==> src/design/hesc_pkg.sv <==
package hesc_pkg;

  localparam int unsigned EVENT_W          = 32;
  localparam int unsigned POWER_BUTTON_BIT = 11;
  localparam int unsigned EVENT_NUM_W      = 6;
  localparam int unsigned CFG_IDX_W        = 2;
  localparam int unsigned CFG_DATA_W       = 32;

  // wake never follows the power button event
  localparam logic [EVENT_W-1:0] WAKE_KEEP = ~(EVENT_W'(1) << POWER_BUTTON_BIT);

  typedef enum logic {
    REQ_SET   = 1'b0,
    REQ_QUERY = 1'b1
  } hesc_req_e;

  typedef enum logic [CFG_IDX_W-1:0] {
    CFG_SMI_MASK   = 2'd0,
    CFG_SCI_MASK   = 2'd1,
    CFG_WAKE_MASK  = 2'd2,
    CFG_LINK_READY = 2'd3
  } hesc_cfg_idx_e;

  typedef struct packed {
    logic [EVENT_W-1:0] smi_mask;
    logic [EVENT_W-1:0] sci_mask;
    logic [EVENT_W-1:0] wake_mask;
    logic               link_ready;
  } hesc_cfg_t;

  // packed so that smi_pulse lands in bit 0
  typedef struct packed {
    logic [EVENT_W-1:0]     events_now;
    logic [EVENT_NUM_W-1:0] event_number;
    logic                   sci_flag;
    logic                   smi_flag;
    logic                   wake_asserted;
    logic                   sci_pulse;
    logic                   smi_pulse;
  } hesc_result_t;

  localparam int unsigned RESULT_W = $bits(hesc_result_t);
  localparam int unsigned M_DATA_W = ((RESULT_W + 7) / 8) * 8;

endpackage

==> src/design/host_event_sci_smi_controller.sv <==
// Host event controller: keeps the pending host event set and drives SMI, SCI and
// wake from it. Each request (set or query) gives exactly one result transfer. An
// item passes through an input register and a result register, and one item is
// accepted every cycle while the result side does not stall; the event state is
// updated as an item moves into the result register, so the next item already
// sees it. Configuration writes take effect at the next edge and should only be
// made while no request is in flight.
module host_event_sci_smi_controller import hesc_pkg::*; (
  input  logic                  clk_i,
  input  logic                  rst_ni,
  input  logic                  s_axis_tvalid_i,
  output logic                  s_axis_tready_o,
  input  logic [EVENT_W-1:0]    s_axis_tdata_i,   // event_bits
  input  logic                  s_axis_tuser_i,   // req_type
  output logic                  m_axis_tvalid_o,
  input  logic                  m_axis_tready_i,
  // smi_pulse, sci_pulse, wake_asserted, smi_flag, sci_flag, event_number,
  // events_now, zero fill
  output logic [M_DATA_W-1:0]   m_axis_tdata_o,
  input  logic                  cfg_we_i,
  input  logic [CFG_IDX_W-1:0]  cfg_idx_i,
  input  logic [CFG_DATA_W-1:0] cfg_wdata_i
);

  hesc_cfg_t          cfg_q;
  logic               in_valid_q;
  logic               in_req_q;
  logic [EVENT_W-1:0] in_bits_q;
  logic               out_valid_q;
  hesc_result_t       result_q;
  hesc_result_t       result_d;
  logic               load_out;
  logic               in_ready;

  assign load_out = in_valid_q && (!out_valid_q || m_axis_tready_i);
  assign in_ready = !in_valid_q || load_out;

  always_ff @(posedge clk_i or negedge rst_ni) begin
    if (!rst_ni) begin
      cfg_q <= '0;
    end else if (cfg_we_i) begin
      case (hesc_cfg_idx_e'(cfg_idx_i))
        CFG_SMI_MASK:   cfg_q.smi_mask   <= cfg_wdata_i[EVENT_W-1:0];
        CFG_SCI_MASK:   cfg_q.sci_mask   <= cfg_wdata_i[EVENT_W-1:0];
        CFG_WAKE_MASK:  cfg_q.wake_mask  <= cfg_wdata_i[EVENT_W-1:0];
        CFG_LINK_READY: cfg_q.link_ready <= cfg_wdata_i[0];
        default: ;
      endcase
    end
  end

  always_ff @(posedge clk_i or negedge rst_ni) begin
    if (!rst_ni) begin
      in_valid_q  <= 1'b0;
      out_valid_q <= 1'b0;
    end else begin
      if (in_ready) begin
        in_valid_q <= s_axis_tvalid_i;
      end
      if (load_out) begin
        out_valid_q <= 1'b1;
      end else if (m_axis_tready_i) begin
        out_valid_q <= 1'b0;
      end
    end
  end

  always_ff @(posedge clk_i) begin
    if (s_axis_tvalid_i && in_ready) begin
      in_req_q  <= s_axis_tuser_i;
      in_bits_q <= s_axis_tdata_i;
    end
    if (load_out) begin
      result_q <= result_d;
    end
  end

  hesc_core u_core (
    .clk_i        (clk_i),
    .rst_ni       (rst_ni),
    .advance_i    (load_out),
    .req_type_i   (in_req_q),
    .event_bits_i (in_bits_q),
    .cfg_i        (cfg_q),
    .result_o     (result_d)
  );

  assign s_axis_tready_o = in_ready;
  assign m_axis_tvalid_o = out_valid_q;
  assign m_axis_tdata_o  = {(M_DATA_W - RESULT_W)'(0), result_q};

endmodule

==> src/design/hesc_core.sv <==
module hesc_core import hesc_pkg::*; (
  input  logic               clk_i,
  input  logic               rst_ni,
  input  logic               advance_i,
  input  logic               req_type_i,
  input  logic [EVENT_W-1:0] event_bits_i,
  input  hesc_cfg_t          cfg_i,
  output hesc_result_t       result_o
);

  logic [EVENT_W-1:0]     pending_q, pending_d;
  logic                   smi_pending_q, smi_pending_d;
  logic                   sci_pending_q, sci_pending_d;
  logic                   wake_q, wake_d;
  logic [EVENT_W-1:0]     watch_mask, hit, hit_lsb, scan_mask, cleared;
  logic [EVENT_NUM_W-1:0] hit_number, answer;
  logic                   update, smi_hit, sci_hit, wake_hit;

  function automatic logic [EVENT_NUM_W-1:0] onehot_number(input logic [EVENT_W-1:0] oh);
    logic [EVENT_NUM_W-1:0] num;
    num = '0;
    for (int i = 0; i < EVENT_W; i++) begin
      if (oh[i]) begin
        num = num | EVENT_NUM_W'(i + 1);
      end
    end
    return num;
  endfunction

  // query clears every pending bit up to and including the first masked one (all of them if none is masked)
  assign watch_mask = cfg_i.smi_mask | cfg_i.sci_mask | cfg_i.wake_mask;
  assign hit        = pending_q & watch_mask;
  assign hit_lsb    = hit & (~hit + EVENT_W'(1));
  assign scan_mask  = hit ^ (hit - EVENT_W'(1));
  assign cleared    = pending_q & ~scan_mask;
  assign hit_number = onehot_number(hit_lsb);

  always_comb begin
    if (hesc_req_e'(req_type_i) == REQ_SET) begin
      pending_d = event_bits_i;
      answer    = '0;
    end else begin
      pending_d = cleared;
      answer    = hit_number;
    end
  end

  assign update   = (pending_d != pending_q) && cfg_i.link_ready;
  assign smi_hit  = |(pending_d & cfg_i.smi_mask);
  assign sci_hit  = |(pending_d & cfg_i.sci_mask);
  assign wake_hit = |(pending_d & cfg_i.wake_mask & WAKE_KEEP);

  assign smi_pending_d = update ? smi_hit : smi_pending_q;
  assign sci_pending_d = update ? sci_hit : sci_pending_q;
  assign wake_d        = update ? wake_hit : wake_q;

  always_ff @(posedge clk_i or negedge rst_ni) begin
    if (!rst_ni) begin
      pending_q     <= '0;
      smi_pending_q <= 1'b0;
      sci_pending_q <= 1'b0;
      wake_q        <= 1'b0;
    end else if (advance_i) begin
      pending_q     <= pending_d;
      smi_pending_q <= smi_pending_d;
      sci_pending_q <= sci_pending_d;
      wake_q        <= wake_d;
    end
  end

  always_comb begin
    result_o.smi_pulse     = update && smi_hit && !smi_pending_q;
    result_o.sci_pulse     = update && sci_hit;
    result_o.wake_asserted = wake_d;
    result_o.smi_flag      = smi_pending_d;
    result_o.sci_flag      = sci_pending_d;
    result_o.event_number  = answer;
    result_o.events_now    = pending_d;
  end

endmodule

==> config.mk <==
export PLATFORM = sky130hd
export DESIGN_NAME = host_event_sci_smi_controller
export DESIGN_NICKNAME = d
export VERILOG_FILES = /design/src/design/hesc_pkg.sv /design/src/design/host_event_sci_smi_controller.sv /design/src/design/hesc_core.sv
export SDC_FILE = /design/constraint.sdc
export NUM_CORES = 1
export LEC_CHECK = 0
export BUFFER_PORTS_ARGS = -buffer_cell sky130_fd_sc_hd__buf_2
export CORE_ASPECT_RATIO = 1.25
export CORE_MARGIN = 2
export CORE_UTILIZATION = 55
export CTS_CLUSTER_SIZE = 40
export DETAILED_ROUTE_END_ITERATION = 8
export GPL_ROUTABILITY_DRIVEN = 1
export PLACE_DENSITY = 0.82
export RECOVER_POWER = 50
export REMOVE_ABC_BUFFERS = 1
export SLEW_MARGIN = 20
export SYNTH_ARGS = -nofsm -noshare
export SYNTH_HDL_FRONTEND = slang
export SYNTH_SLANG_ARGS = --single-unit
==> constraint.sdc <==
create_clock -name clk_i -period 4.25 [get_ports clk_i]
set_clock_uncertainty 0.15 [all_clocks]
set_input_delay 0.2125 -clock clk_i [delete_from_list [all_inputs] [get_ports clk_i]]
set_output_delay 0.2125 -clock clk_i [all_outputs]
set_load 0.1 [all_outputs]
==> results.tsv, run 1 <==
metric	value	unit
outcome	complete, but fails checks	
violated checks	capacitance limit, slew limit, setup timing	
fraction of power spent switching nets	0.4031	
post-layout util	0.7211	
R2R Path End	m_axis_tdata_o[3]	
Max VDD drop	426.9	µV
first-pass GRT wire length	64760	µm
Reg2Reg Setup Slack	-10	ps
top_reg_cell synth	dfrtp_1	
met2 routed WL	20910	µm
cell area after synthesis	0.01058	mm²
Inserted Diodes	0	
CP required	4380	ps
worst reg2reg path startpoint	cfg_q[34]	
Synth area leader	dfrtp_1	
mean post-synth cell area	11.90	µm²
TritonCTS Buffers	22	
worst r2r path cells	15	
combinational power share	0.362	
Setup Crit Path Kind	flop to flop	
PwrDens	546.5	mW/mm²
HP Start	s_axis_tdata_i[13]	
clock tree from TritonCTS	done	
P_int	4417	µW
GP Congestion	1.049	
Starting DRT DRC Count	1383	
cell count after synthesis	889	
Leakage Power	0.005547	µW
footprint of the multi-input gates	0.004693	mm²
CTS root buffer	clkbuf_16	
Yosys warnings	0	
vias per inst	6.894	
Die Y	159.0	µm
switching power	2983	µW
fillers	1306	
Seq pwr share	0.393	
M1 WL	15570	µm
deepest clock path buffer count	3	
initial antenna violation count	2	
postcts setup bufs	0	
Synth cell types	75	
sequential standard cell area	0.005635	mm²
routed via count	9913	
Core Area	0.01878	mm²
std cell rows	56	
Max Cap Viol	5	
most common cell after layout, fill and taps aside	dfrtp_1	
drt drc	0	
WHS Endpoint	in_bits_q[13]	
register area share after synthesis	0.5328	
DIE AREA	0.02036	mm²
Worst Hold Depth	2	
P&R area growth vs syn	28.03	%
async set-reset flop share out of synthesis	0.6381	
highest routed layer	met5	
largest net degree at the start of global routing	69	
layout net count	1265	
Worst Hold Class	input pin to flop	
Clock Pin Slew Worst Setup and Hold Paths	70	ps
Post-synth EDFFs	76	
Peak Freq	234.5	MHz
Die X	128.0	µm
Final setup viols	1	
setup tns final	-14.90	ps
port bufs	116	
CP Launch Type	flop	
worst endpoint data arrival time	4400	ps
Yosys reg bits	210	
Worst Setup End Kind	flop	
wirelength, routed	43870	µm
crit share post-route	1.004	
Tmin final	4265	ps
wire length per cell	30.51	µm
DRT Pass-1 Iters	8	
Worst-Skew Late Latency	540	ps
hpwl dp	32030	µm
Max Slew Vio Count	199	
setup ws final	-14.90	ps
clock power share	0.245	
Final Hold Fails	0	
largest fanout on the critical path	3	
vias in the first global route	10110	
top cells by area, synth	dfrtp_1 32%, edfxtp_1 22%, mux2_2 13%, nand2_1 2.3%, a22oi_1 2.1%	
commonest non-fill, non-tap cells in the layout	134 x dfrtp_1, 122 x mux2_2, 111 x buf_4, 76 x edfxtp_1, 72 x dlygate4sd3_1	
unrepaired setup endpoints after global routing	yes	
Antenna Nets Post-Route	0	
met3 WL post-DR	4122	µm
# IOs	122	
Sink Count	210	
top cell type's share of synthesized area	0.3170	
Initial Utilization	0.5632	
share of cells above drive strength 1	0.3159	
slew of the pin with the lowest slew margin	2500	ps
Remaining Overflow, GRT	0	
H-Tree Depth	1	
gr usage total	0.4318	
worst rel slew slack	-0.6663	
## per-layer routing
layer	global-route usage	vias up
met5	0	-
met4	0.2448	4
met3	0.09173	202
met2	0.7078	754
met1	0.5279	4874
li1	-	4079
## cell type report
class | count | area share
multi-input cells | 613 | 0.3466
clock buffers | 27 | 0.04278
flip-flops and latches | 210 | 0.4162
inverters | 38 | 0.01053
clock inverters | 13 | 0.006099
well taps | 232 | 0.02144
repair buffers | 305 | 0.1563
## repair_timing
| action | 4_1_cts | 5_1_grt |
|---|---|---|
| setup endpoints to repair | 0 | 2 |
| hold buffers | 72 | 0 |
| resized for setup | 0 | 2 |
| endpoints found under the hold margin | 198 | 0 |
## worst max path at each step
stage,startpoint,endpoint,cells after the start
6_report,cfg_q[34],m_axis_tdata_o[3],15
3_5_place_dp,cfg_q[34],m_axis_tdata_o[3],15
3_3_place_gp,cfg_q[34],m_axis_tdata_o[3],16
2_1_floorplan,in_req_q,m_axis_tdata_o[4],8
5_1_grt,cfg_q[34],m_axis_tdata_o[3],15
4_1_cts,cfg_q[34],m_axis_tdata_o[3],15
## critical path, stage by stage (launching register included)
cell      delay, ps
dfrtp_1         400
o31ai_2         280
buf_4           190
inv_1            50
ha_1            320
and3_1          210
a222oi_1        360
o211ai_1        170
buf_4           180
a221oi_1        210
buf_4           170
nand4_1         260
nor4_2          430
buf_4           170
nand4_1         140
mux2_2          310
## power groups by stage
stage | combinational, µW | sequential (µW) | clock, µW
3_5_place_dp | 2520 | 2910 | 0
4_1_cts | 2590 | 2880 | 1800
6_report | 2680 | 2910 | 1810
3_3_place_gp | 2510 | 2890 | 0
2_1_floorplan | 1100 | 3150 | 0
5_1_grt | 2770 | 2930 | 1890
## cells by family after synthesis
kind of cell | after synthesis | share of synthesized area
simple gates | 237 | 0.1171
fa+ha+maj | 3 | 0.003549
xor+xnor | 7 | 0.005797
compound gates | 233 | 0.1782
buf+inv | 70 | 0.02662
other cells | 1 | 0.0003546
flops | 210 | 0.5328
mux | 128 | 0.1356
## cells in the mapped netlist (all sizes together) (3+ instances only)
| library cell | number |
|---|---|
| and3 | 8 |
| a21o | 11 |
| o31ai | 36 |
| nor2b | 6 |
| a221oi | 4 |
| ha | 3 |
| nand2 | 66 |
| o22ai | 20 |
| o21ai | 26 |
| o211ai | 5 |
| a22o | 10 |
| mux2i | 6 |
| nor3 | 20 |
| mux2 | 122 |
| nand4 | 25 |
| or4 | 5 |
| nor2 | 40 |
| or3 | 3 |
| nor4 | 15 |
| xnor2 | 5 |
| a22oi | 30 |
| a221o | 5 |
| nand3 | 31 |
| o31a | 8 |
| dfrtp | 134 |
| a31oi | 6 |
| nand3b | 3 |
| a21oi | 24 |
| inv | 37 |
| and2 | 3 |
| edfxtp | 76 |
| o311ai | 4 |
| o2bb2ai | 5 |
| clkbuf | 19 |
| nand2b | 4 |
| a211oi | 4 |
| nor3b | 4 |
| a222oi | 12 |
| buf | 13 |
## state kept, by name (all words and copies together) (netlist names)
signal / count
cfg_q: 97
u_core.sci_pending_q: 1
u_core.smi_pending_q: 1
u_core.pending_q: 32
in_bits_q: 32
in_valid_q: 1
m_axis_tvalid_o: 1
m_axis_tdata_o: 43
u_core.wake_q: 1
in_req_q: 1
## through the flow
| step | power (µW) | instances | hold WS [ps] | instance area (µm²) | setup WS (ps) |
|---|---|---|---|---|---|
| 5_1_grt | 7585 | 1438 | 256.3 | 13540 | -18.32 |
| 3_3_place_gp | 5401 | 1326 | 103.0 | 12230 | 168.7 |
| 6_report | 7400 | 1438 | 238.4 | 13540 | -14.90 |
| 4_1_cts | 7265 | 1438 | 161.2 | 13610 | 69.39 |
| 2_1_floorplan | 4246 | 861 | -233.1 | 10450 | -238.4 |
| 3_5_place_dp | 5430 | 1326 | 116.0 | 12230 | 103.5 |
Note: power is estimated with default switching activity, not from simulation.
==> run 2: changes to the inputs <==
--- a/config.mk
+++ b/config.mk
@@ -13,9 +13,7 @@
 export DETAILED_ROUTE_END_ITERATION = 8
 export GPL_ROUTABILITY_DRIVEN = 1
 export PLACE_DENSITY = 0.82
-export RECOVER_POWER = 50
 export REMOVE_ABC_BUFFERS = 1
-export SLEW_MARGIN = 20
 export SYNTH_ARGS = -nofsm -noshare
 export SYNTH_HDL_FRONTEND = slang
 export SYNTH_SLANG_ARGS = --single-unit
==> run 2 against run 1 <==
  * The flow now finishes without violations
  * Final cell count unchanged
  * Count of clock-buffer cells in the layout unchanged
  * Register-to-register slack improved by 20 ps
  * Maximum frequency increased by 0.52%
  * Via count increased by 0.17%
  * Setup slack improved by 22 ps
  * Power increased by 0.14%
  * Design area increased by 0.60%
  * Sequential power about the same
  * Non-clock buffer count unchanged
  * Core utilization increased by 0.43 points
  * Critical path type unchanged
  * Largest power group unchanged
  * Highest routed layer unchanged
==> results.tsv, run 2 (synthesis results as in run 1) <==
metric	value	unit
outcome	finished, final reports clean	
vias per inst	6.905	
setup ws final	7.025	ps
# IOs	122	
deepest clock path buffer count	3	
first-pass GRT wire length	64760	µm
wirelength, routed	43970	µm
largest fanout on the critical path	3	
gr usage total	0.4318	
share of cells above drive strength 1	0.3574	
worst rel slew slack	0.3404	
CP required	4380	ps
Worst-Skew Late Latency	530	ps
layout net count	1265	
Antenna Nets Post-Route	0	
Biggest register	cfg_q	
placed cell areas	0.01223	mm²
hpwl dp	32030	µm
Die X	128.0	µm
H-Tree Depth	1	
drt drc	0	
Peak Freq	235.7	MHz
fillers	1274	
postcts setup bufs	0	
Clock Pin Slew Worst Setup and Hold Paths	60	ps
Place WS	103.5	ps
P&R area growth vs syn	28.79	%
Setup Crit Path Kind	flop to flop	
post-layout util	0.7254	
DIE AREA	0.02036	mm²
initial antenna violation count	2	
Final Hold Fails	0	
Leakage Power	0.005692	µW
port bufs	116	
post-route cell area	0.01362	mm²
unrepaired setup endpoints after global routing	yes	
Sink Count	210	
vias in the first global route	10110	
clock tree from TritonCTS	done	
Final setup viols	0	
CTS root buffer	clkbuf_16	
DRT Pass-1 Iters	9	
crit share post-route	0.9983	
Max Slew Vio Count	0	
Die Y	159.0	µm
Worst Setup End Kind	flop	
PwrDens	544.0	mW/mm²
slew of the pin with the lowest slew margin	989.4	ps
GP Congestion	1.049	
Max Cap Viol	0	
routed via count	9930	
Tmin final	4243	ps
wire length per cell	30.58	µm
most common cell after layout, fill and taps aside	dfrtp_1	
Largest register FFs	97	
Remaining Overflow, GRT	0	
Worst Hold Class	input pin to async pin	
Cells after DPL	1326	
final non-filler cell total	1438	
Max VDD drop	427.8	µV
commonest non-fill, non-tap cells in the layout	134 x dfrtp_1, 122 x mux2_2, 116 x buf_4, 115 x buf_2, 76 x edfxtp_1	
CP Launch Type	flop	
worst endpoint data arrival time	4370	ps
Initial Utilization	0.5632	
Reg2Reg Setup Slack	7	ps
Power Total	7410	µW
TritonCTS Buffers	22	
Inserted Diodes	0	
Core Area	0.01878	mm²
Starting DRT DRC Count	1420	
largest net degree at the start of global routing	69	
std cell rows	56	
==> run 2: worst paths after layout <==
kind | start | to | cells after the start
setup / recovery | cfg_q[34] | m_axis_tdata_o[3] | 15
hold / removal | rst_ni | u_core.pending_q[4] | 2
setup reg to reg | cfg_q[34] | m_axis_tdata_o[3] | 15
hold reg to reg | u_core.sci_pending_q | u_core.sci_pending_q | 2
max in group asynchronous | rst_ni | cfg_q[20] | 3
min in group clk_i | s_axis_tdata_i[3] | in_bits_q[3] | 2
==> run 2: layer usage <==
metal | up-vias | track usage | wire length [µm]
li1 | 4080 | - | -
met1 | 4926 | 0.5279 | 15680
met2 | 718 | 0.7078 | 20970
met3 | 204 | 0.09173 | 4082
met4 | 2 | 0.2448 | 3216
met5 | - | 0 | 15
==> run 2: cell type report <==
class	count	area [µm²]	share of cell area
well taps	232	290.3	0.02131
multi-input cells	613	4693	0.3445
flip-flops and latches	210	5635	0.4137
repair buffers	305	2198	0.1614
inverters	38	142.6	0.01047
clock buffers	27	579.3	0.04253
clock inverters	13	82.58	0.006062
==> run 2: per-stage QoR <==
step | hold WS, ps | setup TNS (ps)
3_5_place_dp | 116.0 | 0
6_report | 130.6 | 0
5_1_grt | 199.2 | -21.38
3_3_place_gp | 103.0 | 0
2_1_floorplan | -233.1 | -819.6
4_1_cts | 161.2 | 0
==> run 2: what timing repair did <==
action,in CTS,in global routing
setup endpoints to repair,0,2
endpoints found under the hold margin,198,0
gates resized for setup,0,2
hold buffers,72,0
==> run 2: where the power goes <==
group          internal (µW)  total, µW  switching [µW]
clock network            979       1810             831
logic                    991       2700            1710
registers               2460       2900             444
total                   4430       7410            2980
==> run 2: critical path, cell delays in order, from the launching register on <==
cell and delay, ps:
dfrtp_1 400, o31ai_2 260, buf_4 190, inv_1 50, ha_1 320, and3_1 210
a222oi_1 370, o211ai_1 180, buf_4 180, a221oi_1 210, buf_4 160, nand4_1 250
nor4_2 430, buf_4 180, nand4_1 140, mux2_2 310
